**src/design/wed_pkg.sv**
```systemverilog
package wed_pkg;

    localparam int MAX_PATTERN_DEF = 32;

    localparam int SYM_W  = 8;
    localparam int COST_W = 8;
    localparam int DIST_W = 16;
    localparam int FLAG_W = 4;
    localparam int CFG_W  = 2;

    localparam logic [DIST_W-1:0] DIST_MAX   = '1;
    localparam logic [COST_W-1:0] COST_RESET = 8'd16;

    localparam logic [1:0] ACT_CLEAR   = 2'd0;
    localparam logic [1:0] ACT_PATTERN = 2'd1;
    localparam logic [1:0] ACT_TEXT    = 2'd2;

    localparam logic [CFG_W-1:0] CFG_SUB = 2'd0;
    localparam logic [CFG_W-1:0] CFG_DEL = 2'd1;
    localparam logic [CFG_W-1:0] CFG_INS = 2'd2;

    localparam int FLAG_MATCH = 0;
    localparam int FLAG_SUB   = 1;
    localparam int FLAG_INS   = 2;
    localparam int FLAG_DEL   = 3;

    typedef struct packed {
        logic [COST_W-1:0] sub;
        logic [COST_W-1:0] del;
        logic [COST_W-1:0] ins;
    } costs_t;

    typedef struct packed {
        logic              valid;
        logic [DIST_W-1:0] diag;
        logic [DIST_W-1:0] left;
        logic [DIST_W-1:0] border;
        logic [FLAG_W-1:0] flags;
    } token_t;

    function automatic logic [DIST_W-1:0] sat_add(input logic [DIST_W-1:0] a,
                                                  input logic [DIST_W-1:0] b);
        logic [DIST_W:0] sum;
        sum = {1'b0, a} + {1'b0, b};
        return sum[DIST_W] ? DIST_MAX : sum[DIST_W-1:0];
    endfunction

endpackage

```
**src/design/wed_cell.sv**
```systemverilog
module wed_cell
    import wed_pkg::*;
(
    input  logic             clk,
    input  logic             rst_n,
    input  logic             active,
    input  logic             pat_we,
    input  logic [SYM_W-1:0] pat_sym,
    input  logic [SYM_W-1:0] text_sym,
    input  logic             first_row,
    input  costs_t           costs,
    input  token_t           tok_in,
    output token_t           tok_out
);

    logic [SYM_W-1:0]  pat_reg;
    logic [DIST_W-1:0] prev_reg;
    logic              valid_reg;
    token_t            payload_reg;

    logic              fire;
    logic              same;
    logic [DIST_W-1:0] border_next;
    logic [DIST_W-1:0] up;
    logic [DIST_W-1:0] c_sub;
    logic [DIST_W-1:0] c_ins;
    logic [DIST_W-1:0] c_del;
    logic [DIST_W-1:0] best;
    logic [FLAG_W-1:0] flags;
    token_t            tok_next;

    assign fire = active && tok_in.valid;

    always_comb
    begin
        border_next = sat_add(tok_in.border, {{(DIST_W-COST_W){1'b0}}, costs.del});
        up          = first_row ? border_next : prev_reg;
        c_sub       = sat_add(tok_in.diag, {{(DIST_W-COST_W){1'b0}}, costs.sub});
        c_ins       = sat_add(up, {{(DIST_W-COST_W){1'b0}}, costs.ins});
        c_del       = sat_add(tok_in.left, {{(DIST_W-COST_W){1'b0}}, costs.del});
        same        = (pat_reg == text_sym);

        best = c_sub;
        if (same && (tok_in.diag < best))
        begin
            best = tok_in.diag;
        end
        if (c_ins < best)
        begin
            best = c_ins;
        end
        if (c_del < best)
        begin
            best = c_del;
        end

        flags             = '0;
        flags[FLAG_MATCH] = same && (tok_in.diag == best);
        flags[FLAG_SUB]   = (c_sub == best);
        flags[FLAG_INS]   = (c_ins == best);
        flags[FLAG_DEL]   = (c_del == best);

        tok_next.valid  = 1'b1;
        tok_next.diag   = up;
        tok_next.left   = best;
        tok_next.border = border_next;
        tok_next.flags  = flags;
    end

    always_ff @(posedge clk or negedge rst_n)
    begin
        if (!rst_n)
        begin
            valid_reg <= 1'b0;
        end
        else
        begin
            valid_reg <= fire;
        end
    end

    always_ff @(posedge clk)
    begin
        if (pat_we)
        begin
            pat_reg <= pat_sym;
        end
        if (fire)
        begin
            prev_reg    <= best;
            payload_reg <= tok_next;
        end
    end

    always_comb
    begin
        tok_out       = payload_reg;
        tok_out.valid = valid_reg;
    end

endmodule

```
**config.mk**
```make
export PLATFORM = sky130hd
export DESIGN_NAME = wed_cell
export DESIGN_NICKNAME = d
export VERILOG_FILES = /design/src/design/wed_pkg.sv /design/src/design/wed_cell.sv
export SDC_FILE = /design/constraint.sdc
export NUM_CORES = 1
export LEC_CHECK = 0
export BUFFER_PORTS_ARGS = -buffer_cell sky130_fd_sc_hd__buf_2
export CAP_MARGIN = 20
export CORE_MARGIN = 2
export CORE_UTILIZATION = 50
export CTS_BUF_LIST = sky130_fd_sc_hd__clkbuf_4 sky130_fd_sc_hd__clkbuf_8 sky130_fd_sc_hd__clkbuf_16
export DETAILED_ROUTE_END_ITERATION = 12
export PLACE_DENSITY = 0.73
export SLEW_MARGIN = 20
export SYNTH_ARGS = -nofsm -noshare
export SYNTH_HDL_FRONTEND = slang
export SYNTH_SLANG_ARGS = --single-unit
```
**constraint.sdc**
```tcl
create_clock -name clk -period 14.5 [get_ports clk]
set_clock_uncertainty 0.1 [all_clocks]
set_input_delay 0.725 -clock clk [delete_from_list [all_inputs] [get_ports clk]]
set_output_delay 0.725 -clock clk [all_outputs]
set_load 0.02 [all_outputs]
```
Word-level counts from Yosys, hierarchy flattened:

Index checks and enable logic that the tools add are counted.

* $add $sub $neg: 4
* reductions and logical operators: 3
* order comparisons: 3
* eq/ne operators: 5
* mux-type cells: 8

Operators by type and width (number)
* two-way mux 16 bit: 8
* adder 16 x 8 -> 17 bit: 4
* equality test 16 bit: 4
* < comparator 16 bit: 3
* equality test 8 bit: 1
* logical AND 1 bit: 3

* register bits after elaboration: 61
* logic and storage cells: 29
* input port bits: 98
* output and inout port bits: 53

Depth between registers and ports, before layout:

Gate-level depths: netlist of run 1.

* depth in word-level cells: 11
* gate-level depth with buffers: 49
* depth with buffers taken out: 45

Worst setup path after synthesis of run 1:

OpenSTA, ideal clock, no wires.

* path kind: input -> register
* start: in costs[8] (netlist name)
* end: reg payload_reg, in the netlist tok_out[1], data pin
* buffers on the path: 3
* arrival: 9.408 ns
* setup time: 0.176 ns
* slack: 4.816 ns
* cell stages on the path: 45
* cell sequence: ha_1 > inv_1 > fa_1 > nand2b_1 > a21oi_2 > o21ai_2 > clkbuf_1 > a31oi_1 > inv_1 > fa_1 > nor2b_1 > o21ai_0 > nand2b_1 > a31oi_1 > a211oi_1 > nand4_4 > or3_1 > clkbuf_1 > [9 not listed] > buf_4 > mux2i_1 > inv_1 > ha_1 > a21o_1 > a21oi_1 > nor2b_1 > o21ai_0 > nand2b_1 > a21oi_1 > o211ai_1 > a21o_1 > a21oi_2 > mux2_2 > nand2_1 > o2111ai_1 > or4_1 > nor4_1

* longest elaborated chain between the ends: 10

RTL lines
* start, declared: line wed_cell.sv:11 `input costs_t costs,`
* adder 16 x 8 -> 17 bit *: line wed_pkg.sv:44 `sum = {1'b0, a} + {1'b0, b};`
* two-way mux 16 bit *: line wed_pkg.sv:45 `return sum[DIST_W] ? DIST_MAX : sum[DIST_W-1:0];`
* two-way mux 16 bit *: line wed_cell.sv:37 `up = first_row ? border_next : prev_reg;`
* net up[1]: line wed_cell.sv:24 `logic [DIST_W-1:0] up;`
* adder 16 x 8 -> 17 bit *: line wed_pkg.sv:44
* two-way mux 16 bit *: line wed_pkg.sv:45
* < comparator 16 bit: line wed_cell.sv:48 `if (c_ins < best)`
* two-way mux 16 bit *: line wed_cell.sv:48
* < comparator 16 bit: line wed_cell.sv:52 `if (c_del < best)`
* two-way mux 16 bit *: line wed_cell.sv:52
* net best[2]: line wed_cell.sv:28 `logic [DIST_W-1:0] best;`
* equality test 16 bit *: line wed_cell.sv:59 `flags[FLAG_SUB] = (c_sub == best);`
* net flags[1]: line wed_cell.sv:29 `logic [FLAG_W-1:0] flags;`
* end signal, assigned: line wed_cell.sv:91 `payload_reg <= tok_next;`
* end, declared: line wed_cell.sv:19 `token_t payload_reg;`

Mark *: on every way through the listed nets, which the timed path passes. The rest lies on a longest branch.
A chain may end at the register's enable or synchronous reset.

Final worst setup path of run 1:

* start: in costs[8] (netlist name)
* end: reg payload_reg, in the netlist tok_out[1], data pin

* longest elaborated chain between the ends: 10

RTL lines
* adder 16 x 8 -> 17 bit *: line wed_pkg.sv:44
* two-way mux 16 bit *: line wed_pkg.sv:45
* net border_next[0]: line wed_cell.sv:23 `logic [DIST_W-1:0] border_next;`
* two-way mux 16 bit *: line wed_cell.sv:37
* net up[0]: line wed_cell.sv:24
* adder 16 x 8 -> 17 bit *: line wed_pkg.sv:44
* two-way mux 16 bit *: line wed_pkg.sv:45
* < comparator 16 bit: line wed_cell.sv:48
* two-way mux 16 bit *: line wed_cell.sv:48
* < comparator 16 bit: line wed_cell.sv:52
* two-way mux 16 bit *: line wed_cell.sv:52
* equality test 16 bit *: line wed_cell.sv:59
* net flags[1]: line wed_cell.sv:29

Marks and branches as above.

==> Flow_metrics.wiki, run 1 <==
{| class="wikitable"
! Metric !! Value
|-
| Kind of start point of the critical path || primary input
|-
| Final number of hold-violating endpoints || 0
|-
| HP Class || in2async
|-
| Synth-to-Final Area Change || 15.6%
|-
| Port bufs || 146
|-
| Setup Total Neg Slack || 0 ps
|-
| Net total in the final layout || between 1000 and 1500
|-
| Maximum clock rate || between 0.08 and 0.09 GHz
|-
| DRC viols || 0
|-
| GR Overflow Total || 0
|-
| Average detailed-routed wire length per instance || ~18 µm
|-
| Setup crit end kind || flop
|-
| Clock tree from TritonCTS || done
|-
| Leading cell types in the layout, fill and taps excluded || 146 x sky130_fd_sc_hd__buf_2, 71 x sky130_fd_sc_hd__ha_1, 64 x sky130_fd_sc_hd__xnor2_1, 63 x sky130_fd_sc_hd__nand2_1, 60 x sky130_fd_sc_hd__edfxtp_1
|-
| Pre-antenna DRT Iters || 5
|-
| Leakage power || ~3.7 nW
|-
| Number of storage elements in the synthesis netlist || 61
|-
| Number of warnings printed during yosys synthesis || 0
|-
| Ratio of final minimum period to clock period || 0.817
|-
| Total of max-cap violations || 0
|-
| Number of buffers and inverters on the critical path || 6
|-
| Setup repair after global routing missed its margin || no
|-
| Fraction of final layout cells with drive strength greater than 1 || 0.222
|-
| Final number of setup-violating endpoints || 0
|-
| Width of the chip || between 100 and 150 µm
|-
| Clock root buffer || sky130_fd_sc_hd__clkbuf_16
|-
| Number of gates given a new drive strength after cts || 0
|-
| Remaining max-slew budget at the tightest pin || 0.443
|-
| Total chip power || ~1.0 mW
|-
| HPWL reported at the end of detailed placement || approximately 17000 µm
|-
| Slowest cell delay on critical path || 690 ps
|-
| Drt total wl || approximately 21000 µm
|-
| Wire length of the first global-routing pass || 33600 µm
|-
| Syn Area/Cell || 8.76 µm²
|-
| Top fanout value on the critical path || 19
|-
| Post-layout min period || 11850 ps
|-
| Crit-path slowest cell || sky130_fd_sc_hd__mux2i_1
|-
| Via total after detailed routing || 6933
|-
| Routability Congestion || between 1 and 1.5
|-
| Power Dens Cells || about 120 nW/µm²
|-
| CTS hold repair buffers || 0
|-
| Core utilization of the finished layout || 0.591
|-
| Via count of the first global-routing pass || 6487
|-
| Worst supply voltage drop on vdd || 0.0716 mV
|-
| Clock Sinks || between 60 and 70
|-
| Rows || 44
|-
| Setup CP Type || in2reg
|-
| Clock-pin slew on the worst setup and hold paths || 50 ps
|-
| Number of enable flip-flop cells after synthesis || 60
|-
| Clock buffer count from CTS || 9
|-
| Filler instances || 1360
|-
| Synthesized instance count || between 800 and 900
|-
| Run status || complete, no violations
|-
| Number of nets with antenna violations after routing || 0
|-
| Total routing usage reported by global routing || 0.266
|-
| Number of nets in the synthesized netlist || 1022
|-
| Starting utilization of the core area || 0.511
|-
| ANT cells || 0
|-
| Cell area after technology mapping || 7430 µm²
|-
| Most common cell after layout, fill and taps aside || sky130_fd_sc_hd__buf_2
|-
| Area of the core || between 10000 and 15000 µm²
|-
| Number of flip-flops under the largest register name || 52
|-
| Share of flip-flops with an asynchronous set or reset || 0.0164
|-
| Clock latency at the later pin of the worst-skew pair || 340 ps
|-
| Number of H-tree branching levels || 3
|-
| Register area share after synthesis || 0.246
|-
| # IOs || 151
|-
| Die footprint || 15900 µm²
|-
| Critical path data required time || around 15000 ps
|-
| Number of antenna violations at the first check in global routing || 0
|-
| Final Max Slew Viols || 0
|-
| DR vias/cell || about 5.9
|-
| DRC violation total after the first TritonRoute iteration || 656
|-
| Actual transition at the worst max-transition pin || about 830 ps
|-
| Post-CTS Setup Inserts || 0
|-
| Pin count of the biggest net entering global routing || 54
|-
| Predominant post-synthesis flop cell || sky130_fd_sc_hd__edfxtp_1
|-
| Clock tree buffer depth || 2
|-
| Die height || 126 µm
|-
| Family of cells with the greatest summed delay on the critical path || compound AO/OA/AOI/OAI gates
|-
| Critical path arrival || 11870 ps
|-
| Number of different library cells in the post-synthesis netlist || 84
|}
-- per-layer routing --
layer,global-route usage,vias to the layer above,wire [µm]
li1,-,3415,-
met1,0.348,3183,9040
met2,0.432,290,9660
met3,0.0480,45,1490
met4,0.119,0,931
met5,0,-,0
-- synthesized netlist by cell type, types with 3 or more instances --
cell | number | area [µm²]
sky130_fd_sc_hd__clkbuf_1 | 12 | 45.0
sky130_fd_sc_hd__o21ai_1 | 11 | 55.1
sky130_fd_sc_hd__fa_1 | 4 | 80.1
sky130_fd_sc_hd__mux2i_1 | 22 | 220
sky130_fd_sc_hd__a2111oi_0 | 5 | 43.8
sky130_fd_sc_hd__nor2_1 | 56 | 210
sky130_fd_sc_hd__edfxtp_1 | 60 | 1800
sky130_fd_sc_hd__o21ai_0 | 48 | 240
sky130_fd_sc_hd__nand4_1 | 15 | 93.8
sky130_fd_sc_hd__o211ai_1 | 12 | 90.1
sky130_fd_sc_hd__and2_1 | 9 | 56.3
sky130_fd_sc_hd__and3_1 | 8 | 50.1
sky130_fd_sc_hd__or2_2 | 6 | 37.5
sky130_fd_sc_hd__nand2b_1 | 13 | 81.3
sky130_fd_sc_hd__inv_1 | 50 | 188
sky130_fd_sc_hd__ha_1 | 71 | 888
sky130_fd_sc_hd__mux2_2 | 16 | 180
sky130_fd_sc_hd__nor2b_1 | 15 | 93.8
sky130_fd_sc_hd__o2111ai_1 | 8 | 70.1
sky130_fd_sc_hd__o21ai_2 | 4 | 35.0
sky130_fd_sc_hd__nand3_1 | 30 | 150
sky130_fd_sc_hd__a221oi_1 | 3 | 26.3
sky130_fd_sc_hd__a211oi_1 | 13 | 97.6
sky130_fd_sc_hd__xnor2_1 | 64 | 561
sky130_fd_sc_hd__buf_4 | 4 | 30.0
sky130_fd_sc_hd__and4_1 | 3 | 26.3
sky130_fd_sc_hd__or3_1 | 5 | 31.3
sky130_fd_sc_hd__a21o_1 | 25 | 188
sky130_fd_sc_hd__nor3_1 | 10 | 50.1
sky130_fd_sc_hd__a31oi_1 | 8 | 50.1
sky130_fd_sc_hd__xor2_1 | 36 | 315
sky130_fd_sc_hd__a21oi_1 | 44 | 220
sky130_fd_sc_hd__a21oi_2 | 4 | 35.0
sky130_fd_sc_hd__o21a_1 | 16 | 120
sky130_fd_sc_hd__buf_2 | 9 | 45.0
sky130_fd_sc_hd__nor4_1 | 7 | 43.8
sky130_fd_sc_hd__nand2_1 | 63 | 236
sky130_fd_sc_hd__o21bai_1 | 4 | 30.0
sky130_fd_sc_hd__or2_1 | 3 | 18.8
-- layout make-up --
type                       instances  area, µm²  share of cell area
clock buffer                      11        246              0.0287
timing repair buffer             148        746              0.0868
sequential                        61       1830               0.213
clock inverter                     5       58.8             0.00684
multi-input combinational        711       5290               0.616
tap                              184        230              0.0268
inverter                          52        195              0.0227
-- cells by family (layout without fill, tap and decap cells) --
group / count (synthesis) / after routing / share of synthesized area
AO/OA/AOI/OAI: 242 / 242 / 0.230
XOR/XNOR: 100 / 100 / 0.118
adder cells (fa/ha/maj): 75 / 75 / 0.130
buffers and inverters: 77 / 216 / 0.0424
flip-flops: 61 / 61 / 0.246
multiplexers: 41 / 41 / 0.0596
AND/OR/NAND/NOR: 253 / 253 / 0.174
-- power by group --
group          switching (mW)  internal, mW  leakage [nW]
registers             0.00764         0.221         0.581
clock network          0.0785         0.140         0.146
logic                   0.354         0.227          3.00
-- worst register-to-register path, delay by kind of cell (launching register included) --
family / cells / cell delay, ps
fa+ha+maj: 3 / 1080
mux: 3 / 1680
flops: 1 / 350
simple gates: 10 / 1970
buf+inv: 4 / 780
compound gates: 15 / 3620
xor+xnor: 1 / 220
-- through the flow --
step	hold slack (ps)	instance area (µm²)	cells	worst slack [ps]
floorplan	329	7430	849	4820
global route	38.1	8600	1172	1960
CTS	36.9	8600	1172	2770
global placement	401	8290	1156	2700
finish	48.5	8600	1172	2650
detailed placement	400	8290	1156	2530
-- path summary, 6_finish.rpt --
| path | from | end | slack, ps | depth (start not counted) |
|---|---|---|---|---|
| setup reg to reg | tok_out[21] | tok_out[1] | 4450 | 36 |
| min in group clk | pat_sym[7] | pat_reg[7] | 460 | 1 |
| setup / recovery | costs[8] | tok_out[1] | 2650 | 44 |
| hold reg to reg | tok_out[27] | tok_out[43] | 530 | 1 |
| max in group asynchronous | rst_n | valid_reg | 14170 | 1 |
| hold / removal | rst_n | valid_reg | 50 | 1 |
No activity file was read; power rests on OpenSTA's default activity.
==> run 2: changes to the inputs <==
- ABC_AREA: default -> 1
- clock period: 14.5 -> 11.9 ns (I/O delays scaled with it)
==> run 2 against run 1 <==
Sequential power grew 21%. Synthesized area grew 0.84%. Sequential cell count is the same. Power grew 19%. Via count grew 11%. Setup slack lost 420 ps. Critical path type unchanged. Critical endpoint is now tok_out[0]. Highest routed layer unchanged.
==> Flow_metrics.wiki, run 2 <==
{| class="wikitable"
! Metric !! Value
|-
| Fraction of final layout cells with drive strength greater than 1 || 0.176 (-0.0460)
|-
| Met3 Usage GRT || 0.0291 (-0.0189)
|-
| Post-layout min period || 9670 ps
|-
| Critical path data required time || 11960 ps (-2550 ps)
|-
| Basic-gate share of the synthesized area counting and, or, nand and nor cells || 0.383 (+0.210)
|-
| Critical path arrival || 9730 ps (-2140 ps)
|-
| Number of storage elements in the synthesis netlist || 61 (unchanged)
|-
| Starting utilization of the core area || 0.514 (+0.00236)
|-
| HP Class || in2reg
|-
| Met1 layer usage reported by global route || 0.349 (+0.000712)
|-
| Cell seen most often among critical-path stages || sky130_fd_sc_hd__nand2_1
|-
| Most frequent cell after synthesis || sky130_fd_sc_hd__nand2_1
|-
| Slowest cell delay on critical path || 630 ps (-60 ps)
|-
| Average detailed-routed wire length per instance || 14.3 µm (-20%)
|-
| Wire length of the first global-routing pass || 33800 µm (+0.57%)
|-
| Top fanout value on the critical path || 31 (+12)
|-
| Cell type with the largest total area after synthesis || sky130_fd_sc_hd__edfxtp_1
|-
| Worst supply voltage drop on vdd || 0.0804 mV (+12%)
|-
| Clock root buffer || sky130_fd_sc_hd__clkbuf_16
|-
| Net total in the final layout || 1460 (+26%)
|-
| Number of H-tree branching levels || 3 (unchanged)
|-
| Predominant post-synthesis flop cell || sky130_fd_sc_hd__edfxtp_1
|-
| Reg2Reg Depth || 41 (+14%)
|-
| Number of warnings printed during yosys synthesis || 0 (unchanged)
|-
| ANT cells || 0 (unchanged)
|-
| Final number of hold-violating endpoints || 0 (unchanged)
|-
| Actual transition at the worst max-transition pin || 892 ps (+59.3 ps)
|-
| Placement Setup Slack || 2140 ps (-390 ps)
|-
| Via count of the first global-routing pass || 6967 (+7.4%)
|-
| Ratio of final minimum period to clock period || 0.813
|-
| Kind of start point of the critical path || primary input
|-
| Number of nets with antenna violations after routing || 0 (unchanged)
|-
| Cell area after technology mapping || 7500 µm² (+0.84%)
|-
| Port bufs || 146 (unchanged)
|-
| Final-layout worst hold slack || 339 ps (+291 ps)
|-
| Setup Total Neg Slack || 0 ps (unchanged)
|-
| Fraction of synthesized cell area taken by the top area cell type || 0.240 (-0.00202)
|-
| Clock Sinks || 61 (unchanged)
|-
| Number of different library cells in the post-synthesis netlist || 49 (-42%)
|-
| Number of nets in the synthesized netlist || 1319 (+29%)
|-
| Rows || 44 (unchanged)
|-
| Synthesized instance count || 1146 (+35%)
|-
| Crit-path slowest cell || sky130_fd_sc_hd__a2111oi_0
|-
| Setup CP Type || in2reg
|-
| Grt met2 use || 0.448 (+0.0162)
|-
| Ranking of synthesized cells by area || sky130_fd_sc_hd__edfxtp_1 24%, sky130_fd_sc_hd__nand2_1 17%, sky130_fd_sc_hd__ha_1 12%, sky130_fd_sc_hd__inv_1 8.6%, sky130_fd_sc_hd__nand3_1 7.3%
|-
| DRC viols || 0 (unchanged)
|-
| Area of the core || 14600 µm² (+0.38%)
|-
| Share of flip-flops with an asynchronous set or reset || 0.0164 (unchanged)
|-
| Remaining max-slew budget at the tightest pin || 0.404 (-0.0391)
|-
| Syn Area/Cell || 6.54 µm² (-25%)
|-
| Clock buffer count from CTS || 9 (unchanged)
|-
| Leakage power || 4.64 nW (+24%)
|-
| CTS hold repair buffers || 1 (+1)
|-
| Routing layer with the top usage in global route || met2
|-
| Leading cell types in the layout, fill and taps excluded || 341 x sky130_fd_sc_hd__nand2_1, 171 x sky130_fd_sc_hd__inv_1, 146 x sky130_fd_sc_hd__buf_2, 110 x sky130_fd_sc_hd__nand3_1, 94 x sky130_fd_sc_hd__nor2_1
|-
| Total of max-cap violations || 0 (unchanged)
|-
| Synth-to-Final Area Change || 15.9%
|-
| Width of the chip || 126 µm (+0.40%)
|-
| Drt total wl || 21200 µm (+0.17%)
|-
| Die footprint || 16000 µm² (+0.81%)
|-
| Run status || complete, no violations
|-
| Total routing usage reported by global routing || 0.263 (-0.00302)
|-
| Dpl cells || 1459 (+26%)
|-
| Crit. path cell count || 52 (+18%)
|-
| Combinational family with the most area after synthesis || simple AND/OR/NAND/NOR gates
|-
| Share of the synthesized netlist area taken by xor and xnor gates || 0.0409 (-0.0769)
|-
| Clock tree buffer depth || 2 (unchanged)
|-
| Post-Layout Cell Count || 1476 (+26%)
|-
| Pre-antenna DRT Iters || 5 (unchanged)
|-
| DR vias/cell || 5.23 (-12%)
|-
| Maximum clock rate || 0.103 GHz
|-
| Setup repair after global routing missed its margin || no
|-
| Family of cells with the greatest summed delay on the critical path || simple AND/OR/NAND/NOR gates
|-
| Post-CTS Setup Inserts || 0 (unchanged)
|-
| Setup crit end kind || flop
|-
| Register area share after synthesis || 0.244 (-0.00205)
|-
| Final Worst Setup Slack || 2230 ps (-420 ps)
|-
| Final number of setup-violating endpoints || 0 (unchanged)
|-
| Routability Congestion || 1.01 (-1.3%)
|-
| Hold depth || 1
|-
| HPWL reported at the end of detailed placement || 17700 µm (+1.9%)
|-
| Power Dens Cells || 140 nW/µm² (+17%)
|-
| Fraction of the mapped netlist area in compound gates || 0.0996 (-0.131)
|-
| Mux share of post-synthesis cell area || 0 (-0.0596)
|-
| Pin count of the biggest net entering global routing || 54 (unchanged)
|-
| Clock tree from TritonCTS || done
|-
| Number of flip-flops under the largest register name || 52 (unchanged)
|-
| Die height || 126 µm (+0.40%)
|-
| Number of buffers and inverters on the critical path || 8 (+2)
|-
| # IOs || 151 (unchanged)
|-
| Area share of fa/ha/maj cells after synthesis || 0.129 (-0.00109)
|-
| Total chip power || 1.22 mW (+19%)
|-
| Most instantiated cells after synthesis || 341 x sky130_fd_sc_hd__nand2_1, 172 x sky130_fd_sc_hd__inv_1, 110 x sky130_fd_sc_hd__nand3_1
|-
| Clock-pin slew on the worst setup and hold paths || 50 ps (about the same)
|-
| Number of antenna violations at the first check in global routing || 0 (unchanged)
|-
| GR Overflow Total || 0 (unchanged)
|-
| Final Max Slew Viols || 0 (unchanged)
|-
| Number of gates given a new drive strength after cts || 0 (unchanged)
|-
| Most common cell after layout, fill and taps aside || sky130_fd_sc_hd__nand2_1
|-
| Via total after detailed routing || 7718 (+11%)
|-
| DRC violation total after the first TritonRoute iteration || 551 (-16%)
|-
| Clock latency at the later pin of the worst-skew pair || 330 ps (about the same)
|-
| Number of enable flip-flop cells after synthesis || 60 (unchanged)
|}
[run 2: cell types whose count changed in the layout (fill, tap and decap cells not counted), moves of 13 or more]
cell and change:
sky130_fd_sc_hd__mux2i_1 -22, sky130_fd_sc_hd__nor2b_1 -15, sky130_fd_sc_hd__xor2_1 -14, sky130_fd_sc_hd__inv_1 +121, sky130_fd_sc_hd__mux2_2 -16, sky130_fd_sc_hd__nand2_2 +30
sky130_fd_sc_hd__xnor2_1 -51, sky130_fd_sc_hd__nor2_1 +38, sky130_fd_sc_hd__a21o_1 -24, sky130_fd_sc_hd__o21a_1 -16, sky130_fd_sc_hd__nand3_1 +80, sky130_fd_sc_hd__nand2b_1 -13
sky130_fd_sc_hd__nand2_1 +278
[run 2: cell families (layout without fill, tap and decap cells)]
kind of cell,after synthesis,after routing
simple gates,647,647
flops,61,61
fa+ha+maj,75,75
buf+inv,194,340
compound gates,134,134
xor+xnor,35,35
[run 2: where the power goes]
group / internal [mW] / switching [mW]
combinational: 0.226 / 0.450
clock: 0.181 / 0.0869
sequential: 0.268 / 0.00799
[run 2: per-layer routing]
| layer | vias to the layer above | wire length [µm] |
|---|---|---|
| met3 | 41 | 1450 |
| met2 | 253 | 10000 |
| met4 | 0 | 558 |
| met1 | 3397 | 9150 |
| li1 | 4027 | - |
| met5 | - | 0 |
[run 2: final timing paths]
check                         endpoint   startpoint  slack (ps)
setup / recovery            tok_out[0]     costs[8]        2230
hold / removal              pat_reg[1]   pat_sym[1]         340
setup reg to reg            tok_out[0]  tok_out[21]        3650
hold reg to reg            tok_out[38]  tok_out[22]         490
max in group asynchronous    valid_reg        rst_n       11150
min in group asynchronous    valid_reg        rst_n         460
[run 2: stage by stage]
stage,area (µm²),util
2_1_floorplan,7500,-
3_3_place_gp,8360,0.573
3_5_place_dp,8360,0.573
4_1_cts,8690,0.595
5_1_grt,8690,0.596
6_report,8690,0.596
[run 2: area by class of cell]
class	instances	area (µm²)
timing repair buffer	149	756
sequential	61	1830
clock inverter	3	42.5
tap	184	230
inverter	175	663
multi-input combinational	891	4900
fill	1425	5900
clock buffer	13	274
==> run 3: changes to the inputs <==
- clock period: 11.9 -> 8.9 ns (I/O delays scaled with it)
==> run 3 against run 2 <==
Core utilization grew 4.6 points. Global-route usage grew 1.2 points. Cell count grew 4.8%. Critical path depth grew 4. Largest cell class unchanged. Non-clock buffer count grew 71. Clock-buffer cell count is the same. First-iteration DRC count grew 4.9%. Power grew 45%.
==> Flow_metrics.wiki, run 3 (same netlist as run 2, synthesis figures left out) <==
{| class="wikitable"
! Metric !! Value
|-
| Final number of hold-violating endpoints || 0 (unchanged)
|-
| # IOs || 151 (unchanged)
|-
| Leakage power || 5.01 nW (+8.1%)
|-
| Total routing usage reported by global routing || 0.275 (+0.0117)
|-
| Number of nets with antenna violations after routing || 0 (unchanged)
|-
| Final-layout worst hold slack || 198 ps (-142 ps)
|-
| Wire length of the first global-routing pass || 35800 µm (+5.8%)
|-
| Setup crit end kind || flop
|-
| Port bufs || 146 (unchanged)
|-
| Setup slack, reg-to-reg || 1900 ps (-1750 ps)
|-
| Run status || complete, no violations
|-
| Most common cell after layout, fill and taps aside || sky130_fd_sc_hd__nand2_1
|-
| Synth-to-Final Area Change || 24.9%
|-
| Setup CP Type || in2reg
|-
| HPWL reported at the end of detailed placement || 18600 µm (+4.9%)
|-
| Critical path arrival || 8250 ps (-1480 ps)
|-
| Number of antenna violations at the first check in global routing || 0 (unchanged)
|-
| Hold endpoint || pat_reg[6]
|-
| Dpl cells || 1526 (+4.6%)
|-
| Core utilization of the finished layout || 0.642 (+0.0461)
|-
| Via count of the first global-routing pass || 7365 (+5.7%)
|-
| Remaining max-slew budget at the tightest pin || 0.629 (+0.225)
|-
| Crit-path slowest cell || sky130_fd_sc_hd__fa_1
|-
| Drt total wl || 22400 µm (+5.8%)
|-
| Maximum clock rate || 0.122 GHz
|-
| Hold depth || 1 (unchanged)
|-
| DR vias/cell || 5.26 (+0.55%)
|-
| Filler instances || 1358 (-4.7%)
|-
| Leading cell types in the layout, fill and taps excluded || 338 x sky130_fd_sc_hd__nand2_1, 170 x sky130_fd_sc_hd__inv_1, 146 x sky130_fd_sc_hd__buf_2, 109 x sky130_fd_sc_hd__nand3_1, 91 x sky130_fd_sc_hd__nor2_1
|-
| Clock Sinks || 61 (unchanged)
|-
| Via total after detailed routing || 8134 (+5.4%)
|-
| Startpoint of the tightest hold check path || pat_sym[6]
|-
| Slowest cell delay on critical path || 390 ps (-240 ps)
|-
| Number of H-tree branching levels || 3 (unchanged)
|-
| Starting utilization of the core area || 0.514 (unchanged)
|-
| Worst supply voltage drop on vdd || 0.117 mV (+46%)
|-
| Clock root buffer || sky130_fd_sc_hd__clkbuf_16
|-
| HP Class || in2reg
|-
| Net total in the final layout || 1531 (+4.9%)
|-
| Routability Congestion || 0.981 (-2.9%)
|-
| Critical path data required time || 8950 ps (-3010 ps)
|-
| Width of the chip || 126 µm (unchanged)
|-
| Cell area after placement || 8940 µm² (+6.9%)
|-
| Clock latency at the later pin of the worst-skew pair || 320 ps (about the same)
|-
| Placement Setup Slack || 89.9 ps (-2050 ps)
|-
| Kind of start point of the critical path || primary input
|-
| Crit Reg-Reg Endpoint || tok_out[0]
|-
| Clock-pin slew on the worst setup and hold paths || 50 ps (about the same)
|-
| GR Overflow Total || 0 (unchanged)
|-
| Pre-antenna DRT Iters || 6 (+1)
|-
| DRC violation total after the first TritonRoute iteration || 578 (+4.9%)
|-
| Power Dens Cells || 188 nW/µm² (+34%)
|-
| Total chip power || 1.76 mW (+45%)
|-
| Final number of setup-violating endpoints || 0 (unchanged)
|-
| Die footprint || 16000 µm² (unchanged)
|-
| Top fanout value on the critical path || 17 (-45%)
|-
| Ratio of final minimum period to clock period || 0.921
|-
| Post-layout min period || 8200 ps
|-
| Clock buffer count from CTS || 9 (unchanged)
|-
| Area of the core || 14600 µm² (unchanged)
|-
| Actual transition at the worst max-transition pin || 556 ps (-336 ps)
|-
| Reg2Reg Depth || 45 (+9.8%)
|-
| Post-Layout Cell Count || 1547 (+4.8%)
|-
| Number of flip-flops under the largest register name || 52 (unchanged)
|-
| Startpoint of the most critical register-to-register path || tok_out[21]
|-
| Pin count of the biggest net entering global routing || 54 (unchanged)
|-
| Total of max-cap violations || 0 (unchanged)
|-
| ANT cells || 0 (unchanged)
|-
| Design Area, Final || 9360 µm² (+7.7%)
|-
| Final Max Slew Viols || 0 (unchanged)
|-
| Final Worst Setup Slack || 704 ps (-1520 ps)
|-
| Clock tree buffer depth || 2 (unchanged)
|-
| Setup Total Neg Slack || 0 ps (unchanged)
|-
| Average detailed-routed wire length per instance || 14.5 µm (+0.98%)
|-
| Fraction of final layout cells with drive strength greater than 1 || 0.231 (+0.0554)
|-
| DRC viols || 0 (unchanged)
|-
| Cell seen most often among critical-path stages || sky130_fd_sc_hd__nand2_1
|-
| Die height || 126 µm (unchanged)
|-
| Clock tree from TritonCTS || done
|-
| Rows || 44 (unchanged)
|}
## run 3: cell count changes in the layout (fill, tap and decap cells not counted), moves of 4 or more
| cell | delta |
|---|---|
| sky130_fd_sc_hd__o21ai_0 | -6 |
| sky130_fd_sc_hd__buf_12 | +7 |
| sky130_fd_sc_hd__o21ai_1 | +4 |
| sky130_fd_sc_hd__buf_4 | +64 |
## run 3: final cells by class
cell class | count | area (µm²) | share of cell area
multi-input combinational | 891 | 4990 | 0.533
sequential | 61 | 1830 | 0.195
timing repair buffer | 220 | 1380 | 0.147
inverter | 175 | 664 | 0.0710
clock buffer | 13 | 255 | 0.0273
tap | 184 | 230 | 0.0246
clock inverter | 3 | 15.0 | 0.00160
## run 3: report_power, final
| part | internal, mW | switching [mW] |
|---|---|---|
| combinational | 0.437 | 0.647 |
| sequential | 0.358 | 0.0109 |
| clock | 0.199 | 0.111 |
| total | 0.993 | 0.769 |
## run 3: metal layers
metal  track usage  part of all wire  vias up
met3        0.0261             0.056       40
met4        0.0737             0.024        0
met1         0.361              0.43     3650
met2         0.485              0.49      272
met5             0                 0        -
li1              -                 -     4172
## run 3: worst max-delay path, delay by kind of cell
family / cells / cell delay (ps)
compound gates: 7 / 1080
fa+ha+maj: 6 / 1750
simple gates: 30 / 3430
buf+inv: 13 / 1500
## run 3: worst max path at each step
stage	start	end	slack, ps	cells past startpoint
floorplan	costs[8]	tok_out[0]	340	53
global placement	costs[8]	tok_out[0]	390	56
detailed placement	costs[8]	tok_out[2]	90	57
CTS	costs[8]	tok_out[0]	400	56
global route	costs[8]	tok_out[1]	-60	58
finish	costs[8]	tok_out[0]	700	56
## run 3: repair_timing
item                                   4_1_cts  5_1_grt
setup endpoints to repair                    0       20
hold buffers                                 1        0
gates resized for setup                      0       29
endpoints found under the hold margin        1        0
setup buffers                                0        3
